### src/rtl/assert_macros.svh
// assertion macros shared by the rtl
`ifndef ASSERT_MACROS_SVH
`define ASSERT_MACROS_SVH
`ifndef NO_ASSERTIONS
// checked only while out of reset
`define FFHA_ASSERT(lbl, prop, msg) \
  lbl: assert property (@(posedge clk_i) disable iff (!rst_ni) prop) else $error(msg);
// checked at every edge, reset included
`define FFHA_ASSERT_NR(lbl, prop, msg) \
  lbl: assert property (@(posedge clk_i) prop) else $error(msg);
`else
`define FFHA_ASSERT(lbl, prop, msg)
`define FFHA_ASSERT_NR(lbl, prop, msg)
`endif
`endif

### src/rtl/ffha_pkg.sv
package ffha_pkg;

  // default sizing
  localparam int unsigned FREE_SLOTS_DEF   = 32;
  localparam int unsigned USED_SLOTS_DEF   = 32;
  localparam int unsigned OFFSET_BITS_DEF  = 16;
  localparam int unsigned HEADER_BYTES_DEF = 12;

  // fixed field widths
  localparam int unsigned BYTES_W  = 16;
  localparam int unsigned ADDR_W   = 32;
  localparam int unsigned SIZE_W   = 16;
  localparam int unsigned STATUS_W = 3;
  localparam int unsigned CFG_IDX_W = 1;

  // split threshold beyond the header, and request rounding
  localparam int unsigned MIN_FREE    = 8;
  localparam int unsigned ALIGN_BYTES = 4;

  localparam logic [SIZE_W-1:0] HEAP_SIZE_RST = 16'hFFFF;

  // status codes
  localparam logic [STATUS_W-1:0] ST_OK      = 3'd0;
  localparam logic [STATUS_W-1:0] ST_ZERO    = 3'd1;
  localparam logic [STATUS_W-1:0] ST_OOM     = 3'd2;
  localparam logic [STATUS_W-1:0] ST_BADFREE = 3'd3;
  localparam logic [STATUS_W-1:0] ST_FULL    = 3'd4;

  // operations
  localparam logic FUNC_ALLOC = 1'b0;
  localparam logic FUNC_FREE  = 1'b1;

  // register indexes
  localparam logic [CFG_IDX_W-1:0] CFG_HEAP_BASE = 1'd0;
  localparam logic [CFG_IDX_W-1:0] CFG_HEAP_SIZE = 1'd1;

endpackage

### src/rtl/first_fit_heap_allocator.sv
// channel   | direction | signals
// ----------+-----------+-----------------------------------------------------
// in        | sink      | in_valid_i/in_ready_o, func_i, request_bytes_i, address_i
// out       | source    | out_valid_o/out_ready_i, status_o, result_address_o,
//           |           | granted_bytes_o
// cfg       | sink      | cfg_valid_i/cfg_ready_o, cfg_index_i, cfg_data_i
//
// allocate: scans the free table for the first segment that fits, else reports out of memory;
//   a zero request or an empty table goes straight to the result; a whole take shifts entries down
// free: scans the used table for the pointer (bad free when absent), then the free table for its
//   place, then merges, shifts entries, inserts and hands off the result
// one transaction at a time, with an idle state between them; reset and register writes pass through
//   an init state that writes the first free segment; a second finished result stalls for out_ready_i

`include "assert_macros.svh"

module first_fit_heap_allocator #(
  parameter int unsigned FREE_SLOTS   = ffha_pkg::FREE_SLOTS_DEF,
  parameter int unsigned USED_SLOTS   = ffha_pkg::USED_SLOTS_DEF,
  parameter int unsigned OFFSET_BITS  = ffha_pkg::OFFSET_BITS_DEF,
  parameter int unsigned HEADER_BYTES = ffha_pkg::HEADER_BYTES_DEF
) (
  input  logic                           clk_i,
  input  logic                           rst_ni,
  input  logic                           in_valid_i,
  output logic                           in_ready_o,
  input  logic                           func_i,
  input  logic [ffha_pkg::BYTES_W-1:0]   request_bytes_i,
  input  logic [ffha_pkg::ADDR_W-1:0]    address_i,
  output logic                           out_valid_o,
  input  logic                           out_ready_i,
  output logic [ffha_pkg::STATUS_W-1:0]  status_o,
  output logic [ffha_pkg::ADDR_W-1:0]    result_address_o,
  output logic [ffha_pkg::BYTES_W-1:0]   granted_bytes_o,
  input  logic                           cfg_valid_i,
  output logic                           cfg_ready_o,
  input  logic [ffha_pkg::CFG_IDX_W-1:0] cfg_index_i,
  input  logic [ffha_pkg::ADDR_W-1:0]    cfg_data_i
);

  localparam int unsigned OW  = OFFSET_BITS;
  localparam int unsigned BW  = ffha_pkg::BYTES_W;
  localparam int unsigned DW  = OW + BW;
  localparam int unsigned FIW = $clog2(FREE_SLOTS);
  localparam int unsigned FCW = $clog2(FREE_SLOTS + 1);
  localparam int unsigned UIW = $clog2(USED_SLOTS);
  localparam int unsigned UCW = $clog2(USED_SLOTS + 1);
  localparam logic [31:0] HDR  = 32'(HEADER_BYTES);
  localparam logic [31:0] MINF = 32'(ffha_pkg::MIN_FREE);
  localparam logic [16:0] RND  = 17'(ffha_pkg::ALIGN_BYTES - 1);

  // sequencer states
  localparam logic [3:0] S_INIT  = 4'd0;
  localparam logic [3:0] S_IDLE  = 4'd1;
  localparam logic [3:0] S_ASCAN = 4'd2;
  localparam logic [3:0] S_ADEC  = 4'd3;
  localparam logic [3:0] S_USCAN = 4'd4;
  localparam logic [3:0] S_FSCAN = 4'd5;
  localparam logic [3:0] S_FDEC  = 4'd6;
  localparam logic [3:0] S_SHL   = 4'd7;
  localparam logic [3:0] S_SHR   = 4'd8;
  localparam logic [3:0] S_INSW  = 4'd9;
  localparam logic [3:0] S_RESP  = 4'd10;

  logic [3:0]            state_q, state_d;
  logic [31:0]           base_q, base_d;
  logic [15:0]           size_q, size_d;
  logic [FCW-1:0]        fcnt_q, fcnt_d;
  logic [USED_SLOTS-1:0] valid_q, valid_d;
  logic                  pend_q, pend_d;
  logic                  ov_q, ov_d;

  logic [16:0]   n_q, n_d;
  logic [31:0]   off_q, off_d;
  logic [FCW-1:0] idx_q, idx_d, ridx_q, ridx_d, rem_q, rem_d, pos_q, pos_d;
  logic [DW-1:0] ent_q, ent_d, prv_q, prv_d;
  logic          hasr_q, hasr_d;
  logic [UCW-1:0] uidx_q, uidx_d;
  logic [UIW-1:0] uridx_q, uridx_d, slot_q, slot_d;
  logic [BW-1:0] ubytes_q, ubytes_d;
  logic [ffha_pkg::STATUS_W-1:0] res_st_q, res_st_d, out_st_q;
  logic [31:0]   res_addr_q, res_addr_d, out_addr_q;
  logic [BW-1:0] res_bytes_q, res_bytes_d, out_bytes_q;

  // memory ports
  logic           f_we, u_we;
  logic [FIW-1:0] f_waddr, f_raddr;
  logic [UIW-1:0] u_waddr, u_raddr;
  logic [DW-1:0]  f_wdata, f_rdata, u_wdata, u_rdata;

  logic           out_free;
  logic [UIW-1:0] fslot;
  logic           fslot_ok;

  ffha_ram #(.DEPTH(FREE_SLOTS), .DW(DW)) u_free_mem (
    .clk_i   (clk_i),
    .we_i    (f_we),
    .waddr_i (f_waddr),
    .wdata_i (f_wdata),
    .raddr_i (f_raddr),
    .rdata_o (f_rdata)
  );

  ffha_ram #(.DEPTH(USED_SLOTS), .DW(DW)) u_used_mem (
    .clk_i   (clk_i),
    .we_i    (u_we),
    .waddr_i (u_waddr),
    .wdata_i (u_wdata),
    .raddr_i (u_raddr),
    .rdata_o (u_rdata)
  );

  // lowest free used-table slot
  always_comb begin
    fslot    = '0;
    fslot_ok = 1'b0;
    for (int i = USED_SLOTS - 1; i >= 0; i--) begin
      if (!valid_q[i]) begin
        fslot    = UIW'(i);
        fslot_ok = 1'b1;
      end
    end
  end

  assign out_free    = !ov_q || out_ready_i;
  assign in_ready_o  = (state_q == S_IDLE);
  assign cfg_ready_o = 1'b1;

  // sequencer
  always_comb begin
    logic [31:0]    fr_start, fr_bytes, ur_start;
    logic [31:0]    e_start, e_bytes, p_start, p_bytes, ub;
    logic [31:0]    a_hdr32, rb32;
    logic [OW-1:0]  a_hdr;
    logic [BW-1:0]  a_grant, rb;
    logic [FCW-1:0] rm1, rp1, pm1;
    logic           right, left;

    fr_start = 32'(f_rdata[DW-1:BW]);
    fr_bytes = 32'(f_rdata[BW-1:0]);
    ur_start = 32'(u_rdata[DW-1:BW]);
    e_start  = 32'(ent_q[DW-1:BW]);
    e_bytes  = 32'(ent_q[BW-1:0]);
    p_start  = 32'(prv_q[DW-1:BW]);
    p_bytes  = 32'(prv_q[BW-1:0]);
    ub       = 32'(ubytes_q);
    rm1      = ridx_q - FCW'(1);
    rp1      = ridx_q + FCW'(1);
    pm1      = pos_q - FCW'(1);
    a_hdr32  = e_start + e_bytes - 32'(n_q);
    a_hdr    = OW'(a_hdr32);
    a_grant  = BW'(n_q);
    rb32     = e_bytes + ub + HDR;
    rb       = BW'(rb32);
    right    = hasr_q && ((off_q + HDR + ub) == e_start);
    left     = (pos_q != '0) && ((p_start + HDR + p_bytes) == off_q);

    state_d     = state_q;
    base_d      = base_q;
    size_d      = size_q;
    fcnt_d      = fcnt_q;
    valid_d     = valid_q;
    pend_d      = pend_q;
    n_d         = n_q;
    off_d       = off_q;
    idx_d       = idx_q;
    ridx_d      = ridx_q;
    rem_d       = rem_q;
    pos_d       = pos_q;
    ent_d       = ent_q;
    prv_d       = prv_q;
    hasr_d      = hasr_q;
    uidx_d      = uidx_q;
    uridx_d     = uridx_q;
    slot_d      = slot_q;
    ubytes_d    = ubytes_q;
    res_st_d    = res_st_q;
    res_addr_d  = res_addr_q;
    res_bytes_d = res_bytes_q;

    f_we    = 1'b0;
    f_waddr = '0;
    f_wdata = '0;
    f_raddr = idx_q[FIW-1:0];
    u_we    = 1'b0;
    u_waddr = fslot;
    u_wdata = '0;
    u_raddr = uidx_q[UIW-1:0];

    case (state_q)
      // lay down the single initial segment
      S_INIT: begin
        if (32'(size_q) > 2 * HDR + MINF) begin
          f_we    = 1'b1;
          f_wdata = {OW'(HDR), BW'(32'(size_q) - 2 * HDR)};
          fcnt_d  = FCW'(1);
        end else begin
          fcnt_d  = '0;
        end
        valid_d = '0;
        state_d = S_IDLE;
      end

      S_IDLE: begin
        if (in_valid_i) begin
          idx_d      = '0;
          uidx_d     = '0;
          pend_d     = 1'b0;
          res_addr_d = '0;
          res_bytes_d = '0;
          n_d        = (17'(request_bytes_i) + RND) & ~RND;
          off_d      = address_i - base_q - HDR;
          if (func_i == ffha_pkg::FUNC_FREE) begin
            state_d = S_USCAN;
          end else if (request_bytes_i == '0) begin
            res_st_d = ffha_pkg::ST_ZERO;
            state_d  = S_RESP;
          end else if (fcnt_q == '0) begin
            res_st_d = ffha_pkg::ST_OOM;
            state_d  = S_RESP;
          end else begin
            state_d = S_ASCAN;
          end
        end
      end

      // first fit search, one entry read per cycle
      S_ASCAN: begin
        if (pend_q && (32'(fr_bytes) >= 32'(n_q))) begin
          ent_d   = f_rdata;
          pos_d   = ridx_q;
          state_d = S_ADEC;
        end else if (idx_q == fcnt_q) begin
          res_st_d = ffha_pkg::ST_OOM;
          state_d  = S_RESP;
        end else begin
          ridx_d = idx_q;
          idx_d  = idx_q + FCW'(1);
          pend_d = 1'b1;
        end
      end

      // split the segment or take it whole
      S_ADEC: begin
        pend_d = 1'b0;
        if (!fslot_ok) begin
          res_st_d = ffha_pkg::ST_FULL;
          state_d  = S_RESP;
        end else begin
          u_we           = 1'b1;
          valid_d[fslot] = 1'b1;
          res_st_d       = ffha_pkg::ST_OK;
          if (e_bytes >= 32'(n_q) + HDR + MINF) begin
            f_we        = 1'b1;
            f_waddr     = pos_q[FIW-1:0];
            f_wdata     = {ent_q[DW-1:BW], BW'(e_bytes - 32'(n_q) - HDR)};
            u_wdata     = {a_hdr, a_grant};
            res_addr_d  = base_q + 32'(a_hdr) + HDR;
            res_bytes_d = a_grant;
            state_d     = S_RESP;
          end else begin
            u_wdata     = ent_q;
            res_addr_d  = base_q + e_start + HDR;
            res_bytes_d = ent_q[BW-1:0];
            rem_d       = fcnt_q - pos_q - FCW'(1);
            idx_d       = pos_q + FCW'(1);
            if (fcnt_q - pos_q - FCW'(1) != '0) begin
              state_d = S_SHL;
            end else begin
              fcnt_d  = fcnt_q - FCW'(1);
              state_d = S_RESP;
            end
          end
        end
      end

      // look up the pointer among live blocks
      S_USCAN: begin
        if (pend_q && valid_q[uridx_q] && (ur_start == off_q)) begin
          slot_d   = uridx_q;
          ubytes_d = u_rdata[BW-1:0];
          idx_d    = '0;
          pend_d   = 1'b0;
          if (fcnt_q == '0) begin
            pos_d   = '0;
            hasr_d  = 1'b0;
            state_d = S_FDEC;
          end else begin
            state_d = S_FSCAN;
          end
        end else if (uidx_q == UCW'(USED_SLOTS)) begin
          res_st_d = ffha_pkg::ST_BADFREE;
          state_d  = S_RESP;
        end else begin
          uridx_d = uidx_q[UIW-1:0];
          uidx_d  = uidx_q + UCW'(1);
          pend_d  = 1'b1;
        end
      end

      // find the insert point, keep the left neighbour
      S_FSCAN: begin
        if (pend_q && (fr_start > off_q)) begin
          pos_d   = ridx_q;
          ent_d   = f_rdata;
          hasr_d  = 1'b1;
          state_d = S_FDEC;
        end else begin
          if (pend_q) begin
            prv_d = f_rdata;
          end
          if (idx_q == fcnt_q) begin
            pos_d   = fcnt_q;
            hasr_d  = 1'b0;
            state_d = S_FDEC;
          end else begin
            ridx_d = idx_q;
            idx_d  = idx_q + FCW'(1);
            pend_d = 1'b1;
          end
        end
      end

      // coalesce or insert
      S_FDEC: begin
        pend_d      = 1'b0;
        res_st_d    = ffha_pkg::ST_OK;
        res_bytes_d = ubytes_q;
        if (right && left) begin
          f_we           = 1'b1;
          f_waddr        = pm1[FIW-1:0];
          f_wdata        = {prv_q[DW-1:BW], BW'(p_bytes + 32'(rb) + HDR)};
          valid_d[slot_q] = 1'b0;
          rem_d          = fcnt_q - pos_q - FCW'(1);
          idx_d          = pos_q + FCW'(1);
          if (fcnt_q - pos_q - FCW'(1) != '0) begin
            state_d = S_SHL;
          end else begin
            fcnt_d  = fcnt_q - FCW'(1);
            state_d = S_RESP;
          end
        end else if (right) begin
          f_we           = 1'b1;
          f_waddr        = pos_q[FIW-1:0];
          f_wdata        = {OW'(off_q), rb};
          valid_d[slot_q] = 1'b0;
          state_d        = S_RESP;
        end else if (left) begin
          f_we           = 1'b1;
          f_waddr        = pm1[FIW-1:0];
          f_wdata        = {prv_q[DW-1:BW], BW'(p_bytes + ub + HDR)};
          valid_d[slot_q] = 1'b0;
          state_d        = S_RESP;
        end else if (fcnt_q == FCW'(FREE_SLOTS)) begin
          res_st_d    = ffha_pkg::ST_FULL;
          res_bytes_d = '0;
          state_d     = S_RESP;
        end else if (pos_q < fcnt_q) begin
          idx_d   = fcnt_q - FCW'(1);
          rem_d   = fcnt_q - pos_q;
          state_d = S_SHR;
        end else begin
          state_d = S_INSW;
        end
      end

      // close the gap: read k+1, write k
      S_SHL: begin
        if (pend_q) begin
          f_we    = 1'b1;
          f_waddr = rm1[FIW-1:0];
          f_wdata = f_rdata;
        end
        if (rem_q != '0) begin
          ridx_d = idx_q;
          idx_d  = idx_q + FCW'(1);
          rem_d  = rem_q - FCW'(1);
          pend_d = 1'b1;
        end else begin
          pend_d = 1'b0;
          if (!pend_q) begin
            fcnt_d  = fcnt_q - FCW'(1);
            state_d = S_RESP;
          end
        end
      end

      // open a gap: read k-1, write k, walking down
      S_SHR: begin
        if (pend_q) begin
          f_we    = 1'b1;
          f_waddr = rp1[FIW-1:0];
          f_wdata = f_rdata;
        end
        if (rem_q != '0) begin
          ridx_d = idx_q;
          idx_d  = idx_q - FCW'(1);
          rem_d  = rem_q - FCW'(1);
          pend_d = 1'b1;
        end else begin
          pend_d = 1'b0;
          if (!pend_q) begin
            state_d = S_INSW;
          end
        end
      end

      S_INSW: begin
        f_we            = 1'b1;
        f_waddr         = pos_q[FIW-1:0];
        f_wdata         = {OW'(off_q), ubytes_q};
        fcnt_d          = fcnt_q + FCW'(1);
        valid_d[slot_q] = 1'b0;
        state_d         = S_RESP;
      end

      S_RESP: begin
        if (out_free) begin
          state_d = S_IDLE;
        end
      end

      default: begin
        state_d = S_INIT;
      end
    endcase

    // register writes restart the heap
    if (cfg_valid_i) begin
      if (cfg_index_i == ffha_pkg::CFG_HEAP_BASE) begin
        base_d  = cfg_data_i;
        state_d = S_INIT;
      end else if (cfg_index_i == ffha_pkg::CFG_HEAP_SIZE) begin
        size_d  = cfg_data_i[15:0];
        state_d = S_INIT;
      end
    end
  end

  // output slot occupancy
  always_comb begin
    if ((state_q == S_RESP) && out_free) begin
      ov_d = 1'b1;
    end else if (out_ready_i) begin
      ov_d = 1'b0;
    end else begin
      ov_d = ov_q;
    end
  end

  // control state
  always_ff @(posedge clk_i or negedge rst_ni) begin
    if (!rst_ni) begin
      state_q <= S_INIT;
      base_q  <= '0;
      size_q  <= ffha_pkg::HEAP_SIZE_RST;
      fcnt_q  <= '0;
      valid_q <= '0;
      pend_q  <= 1'b0;
      ov_q    <= 1'b0;
    end else begin
      state_q <= state_d;
      base_q  <= base_d;
      size_q  <= size_d;
      fcnt_q  <= fcnt_d;
      valid_q <= valid_d;
      pend_q  <= pend_d;
      ov_q    <= ov_d;
    end
  end

  // working and result registers
  always_ff @(posedge clk_i) begin
    n_q         <= n_d;
    off_q       <= off_d;
    idx_q       <= idx_d;
    ridx_q      <= ridx_d;
    rem_q       <= rem_d;
    pos_q       <= pos_d;
    ent_q       <= ent_d;
    prv_q       <= prv_d;
    hasr_q      <= hasr_d;
    uidx_q      <= uidx_d;
    uridx_q     <= uridx_d;
    slot_q      <= slot_d;
    ubytes_q    <= ubytes_d;
    res_st_q    <= res_st_d;
    res_addr_q  <= res_addr_d;
    res_bytes_q <= res_bytes_d;
    if ((state_q == S_RESP) && out_free) begin
      out_st_q    <= res_st_q;
      out_addr_q  <= res_addr_q;
      out_bytes_q <= res_bytes_q;
    end
  end

  assign out_valid_o      = ov_q;
  assign status_o         = out_st_q;
  assign result_address_o = out_addr_q;
  assign granted_bytes_o  = out_bytes_q;

  // checks
  `FFHA_ASSERT_NR(a_fcnt_range, !rst_ni || (fcnt_q <= FCW'(FREE_SLOTS)), "free count beyond table")
  `FFHA_ASSERT(a_shl_nonempty, (state_q == S_SHL) |-> (fcnt_q != '0), "shift on empty table")
  `FFHA_ASSERT(a_out_from_resp, $rose(ov_q) |-> $past(state_q == S_RESP), "result without finish")

endmodule

### src/rtl/ffha_ram.sv
module ffha_ram #(
  parameter int unsigned DEPTH = 32,
  parameter int unsigned DW    = 32
) (
  input  logic                     clk_i,
  input  logic                     we_i,
  input  logic [$clog2(DEPTH)-1:0] waddr_i,
  input  logic [DW-1:0]            wdata_i,
  input  logic [$clog2(DEPTH)-1:0] raddr_i,
  output logic [DW-1:0]            rdata_o
);

  logic [DW-1:0] mem [DEPTH];
  logic [DW-1:0] rdata_q;

  // single write port
  always_ff @(posedge clk_i) begin
    if (we_i) begin
      mem[waddr_i] <= wdata_i;
    end
  end

  // registered read port
  always_ff @(posedge clk_i) begin
    rdata_q <= mem[raddr_i];
  end

  assign rdata_o = rdata_q;

endmodule
### config.mk
export PLATFORM = sky130hd
export DESIGN_NAME = first_fit_heap_allocator
export DESIGN_NICKNAME = d
export VERILOG_FILES = /design/src/rtl/ffha_pkg.sv /design/src/rtl/first_fit_heap_allocator.sv /design/src/rtl/ffha_ram.sv
export VERILOG_INCLUDE_DIRS = /design/src /design/src/rtl
export SDC_FILE = /design/constraint.sdc
export NUM_CORES = 2
export LEC_CHECK = 0
export ABC_AREA = 1
export BUFFER_PORTS_ARGS = -buffer_cell sky130_fd_sc_hd__buf_2
export CAP_MARGIN = 20
export CORE_MARGIN = 5
export CORE_UTILIZATION = 40
export DETAILED_ROUTE_END_ITERATION = 12
export SKIP_LAST_GASP = 1
export SLEW_MARGIN = 0
export SYNTH_ARGS = -nofsm -noshare
export SYNTH_HDL_FRONTEND = slang
export SYNTH_HIERARCHICAL = 1
export SYNTH_SLANG_ARGS = --single-unit
### constraint.sdc
create_clock -name clk_i -period 15.16 [get_ports clk_i]
set_clock_uncertainty 0.05 [all_clocks]
set_input_delay 3.032 -clock clk_i [delete_from_list [all_inputs] [get_ports clk_i]]
set_output_delay 3.032 -clock clk_i [all_outputs]
set_load 0.02 [all_outputs]
==> impl_results.md <==
- Slowest cell on crit path: nor2_4
- Startpoint class of the critical path: flip-flop
- Starting Density: 40.3%
- Largest family of logic cells by synthesized area: simple AND/OR/NAND/NOR gates
- Mux cell area share after synthesis: 0.0291%
- I/O Buffers: 139
- Largest net degree at the start of global routing: 271
- Cell with the most instances after synthesis: nand2_1
- Ys Warns: 6
- DRC errors left: 0
- Critical path data arrival time: 8.20 ns
- Worst Hold End: granted_bytes_o[15]$_DFFE_PP_
- DR pass1 iterations: 7
- Tightest Pin Transition: 1.68 ns
- # hold bufs at CTS: 0
- Initial antenna violation count: 23
- Core area: 289000 µm²
- Tightest Hold Check Type: flip-flop to flip-flop
- Adder-cell area share of the yosys netlist: 4.68%
- Worst Hold Slack: 0.365 ns
- Synth top area share: 59.9%
- Vias after detailed routing: 83800
- Net count, final: 11600
- HP Start: res_bytes_q[15]$_DFFE_PP_
- DR WL/cell: 24.7 µm
- I/O pin cnt: 141
- Leakage: 50.3 nW
- Post-synthesis compound-gate area fraction: 4.02%
- Syn Inst Count: 11000
- P&R area growth vs syn: 11.5%
- CTS max path bufs: 4
- Post-CTS resize count: 0
- Setup CP Type: flip-flop to flip-flop
- Worst skew pair latency: 0.87 ns
- Chip width: 549 µm
- Proportion of layout cells with a drive suffix above 1: 8.44%
- R2r setup slk: 7.37 ns
- PwrDens: 171 nW/µm²
- Crit path required time: 15.57 ns
- Placed Cells: 14700
- CTS buffer count: 271
- Clock-pin slew on the worst setup and hold paths: 0.06 ns
- Die height: 549 µm
- Clk sinks: 2474
- Placement Setup Slack: 7.38 ns
- First-pass GRT wire length: 541000 µm
- Drt via density: 5.52
- Launch point of the worst path: off_q[1]$_DFFE_PP_
- Period utilization: 51.4%
- Worst Path Buf+Inv: 1
- Setup bufs post-CTS: 0
- RR Endpoint: u_free_mem/mem[31][26]$_DFFE_PP_
- Synthesized area: 116000 µm²
- Post-layout min period: 7.79 ns
- Die area: 301000 µm²
- CTS tree: yes
- Routability cong.: 0.962
- Final HPWL DP: 237000 µm
- Slew HR: -12.2%
- Vias in the first global route: 78100
- Final setup violation count: 0
- Hold Path Cell Cnt: 0
- Status: complete, but fails checks
- Area leader, netlist: edfxtp_1
- Dpl cell area: 120000 µm²
- Ys flop type: edfxtp_1
- Syn nets: 11500
- Reg2reg path depth: 26
- Root cell of the clock tree: clkbuf_16
- Register area share after synthesis: 63.0%
- Most used cell, CP: nand2_1
- GRT Util Overall: 24.1%
- Grt total ovfl: 0
- Violated checks: slew limit
- Post-synthesis xor/xnor area fraction: 1.77%
- Simple-gate share of the synthesized area: 21.3%
- Final Hold Viols: 0
- Crit end category: flip-flop
- FFs w/ async S/R, synth: 3.72%
- Critical path's top delay family: simple AND/OR/NAND/NOR gates
- Synth top area cells: edfxtp_1, nand2_1, nand3_1
- Setup ws final: 7.37 ns
- CTS H-tree lvls: 5
- ANT nets after route: 0
- Final cell count without fillers: 15200
- Syn Area/Cell: 10.6 µm²
- Final instance area: 130000 µm²
- Worst vdd ir: 0.000168 V
- Crit Path Max Fanout: 32
- Drt initial violations: 9810
- Setup TNS: 0 ns
- Maximum clock rate: 128 MHz
- Worst r2r src: off_q[1]$_DFFE_PP_
- RSZ-0062 raised after global routing: false
- Synth top cells by count: nand2_1, edfxtp_1, nand3_1
- Number of synthesized register bits: 2474
- Max-cap violations: 0
- Max stage delay on crit path: 1.12 ns
- Post-synth EDFFs: 2318
- DRT Wirelength: 375000 µm
- Slew Limit Fails: 125
- FP Rows: 197
- Distinct cells, synth: 76
[area by class of cell]
type	count	area (µm²)
diodes	6	15.0
flip-flops and latches	2474	73200
clock inverters	125	1320
clock buffers	351	7400
multi-input cells	7318	37600
fillers	26600	159000
repair buffers	332	2500
inverters	685	2630
well taps	3880	4850
[routing by layer]
metal  track usage [%]  wire, µm  vias up
li1                  -         -    38100
met1              34.4    159000    41000
met2              37.4    168000     4019
met4              8.04     13700        8
met5                 0        57        -
met3              4.05     33800      634
[state kept, by name, summed over array words and instances, names as in the netlist, 15 cells and up]
name / count
valid_q: 32
base_q: 32
ubytes_q: 16
u_used_mem/rdata_o: 32
size_q: 16
res_bytes_q: 16
u_free_mem/mem: 1024
prv_q: 32
off_q: 32
n_q: 15
granted_bytes_o: 16
ent_q: 32
result_address_o: 32
res_addr_q: 32
u_used_mem/mem: 1024
u_free_mem/rdata_o: 32
[kinds of logic (layout without fill, tap and decap cells)]
logic type / after synthesis / after routing
compound gates: 814 / 814
xor+xnor: 235 / 235
fa+ha+maj: 421 / 421
buf+inv: 1209 / 1493
flops: 2474 / 2474
mux: 3 / 3
other cells: 1 / 7
simple gates: 5844 / 5844
[metrics by stage]
step / utilization [%] / power, mW
2_1_floorplan: - / 13.1
3_3_place_gp: 41.7 / 15.5
3_5_place_dp: 41.7 / 15.5
4_1_cts: 44.7 / 22.1
5_1_grt: 44.9 / 23.1
6_report: 44.9 / 22.1
[cell usage in the layout (no fill, tap or decap), types with 17 or more instances in the layout]
cell / count
a22oi_1: 33
dfxtp_1: 64
nor3_1: 74
nand2_1: 3491
o211ai_1: 22
clkinv_1: 34
o21ai_1: 18
xor2_1: 179
or2_2: 27
o21ai_0: 269
fa_1: 23
a21oi_2: 25
dfrtp_1: 76
nand4_1: 73
a31oi_1: 23
buf_12: 17
edfxtp_1: 2318
buf_2: 140
nand3_1: 1710
a211oi_1: 18
bufinv_16: 23
o21bai_1: 25
nor4_1: 29
o22ai_1: 18
nor2_1: 286
nor2_2: 31
clkinv_2: 39
xnor2_1: 56
clkbuf_1: 58
ha_1: 398
clkbuf_16: 280
nor2_4: 69
a21oi_1: 298
buf_4: 166
inv_1: 666
[worst max-delay path by stage]
stage                                        to  slack, ns  cells past startpoint
2_1_floorplan               off_q[29]$_DFFE_PP_       8.90                     21
3_3_place_gp    u_free_mem/mem[7][20]$_DFFE_PP_       7.40                     26
3_5_place_dp   u_free_mem/mem[10][18]$_DFFE_PP_       7.38                     26
4_1_cts        u_free_mem/mem[10][19]$_DFFE_PP_       7.37                     26
5_1_grt         u_free_mem/mem[30][0]$_DFFE_PP_       6.97                     26
6_report       u_free_mem/mem[31][26]$_DFFE_PP_       7.37                     26
[power breakdown]
| part | switching [mW] | leakage (nW) | internal (mW) |
|---|---|---|---|
| combinational | 5.14 | 23.8 | 1.81 |
| clock | 2.70 | 4.26 | 3.85 |
| sequential | 0.421 | 22.2 | 8.17 |
| total | 8.26 | 50.3 | 13.8 |
Power figures use the tool's default switching activity.
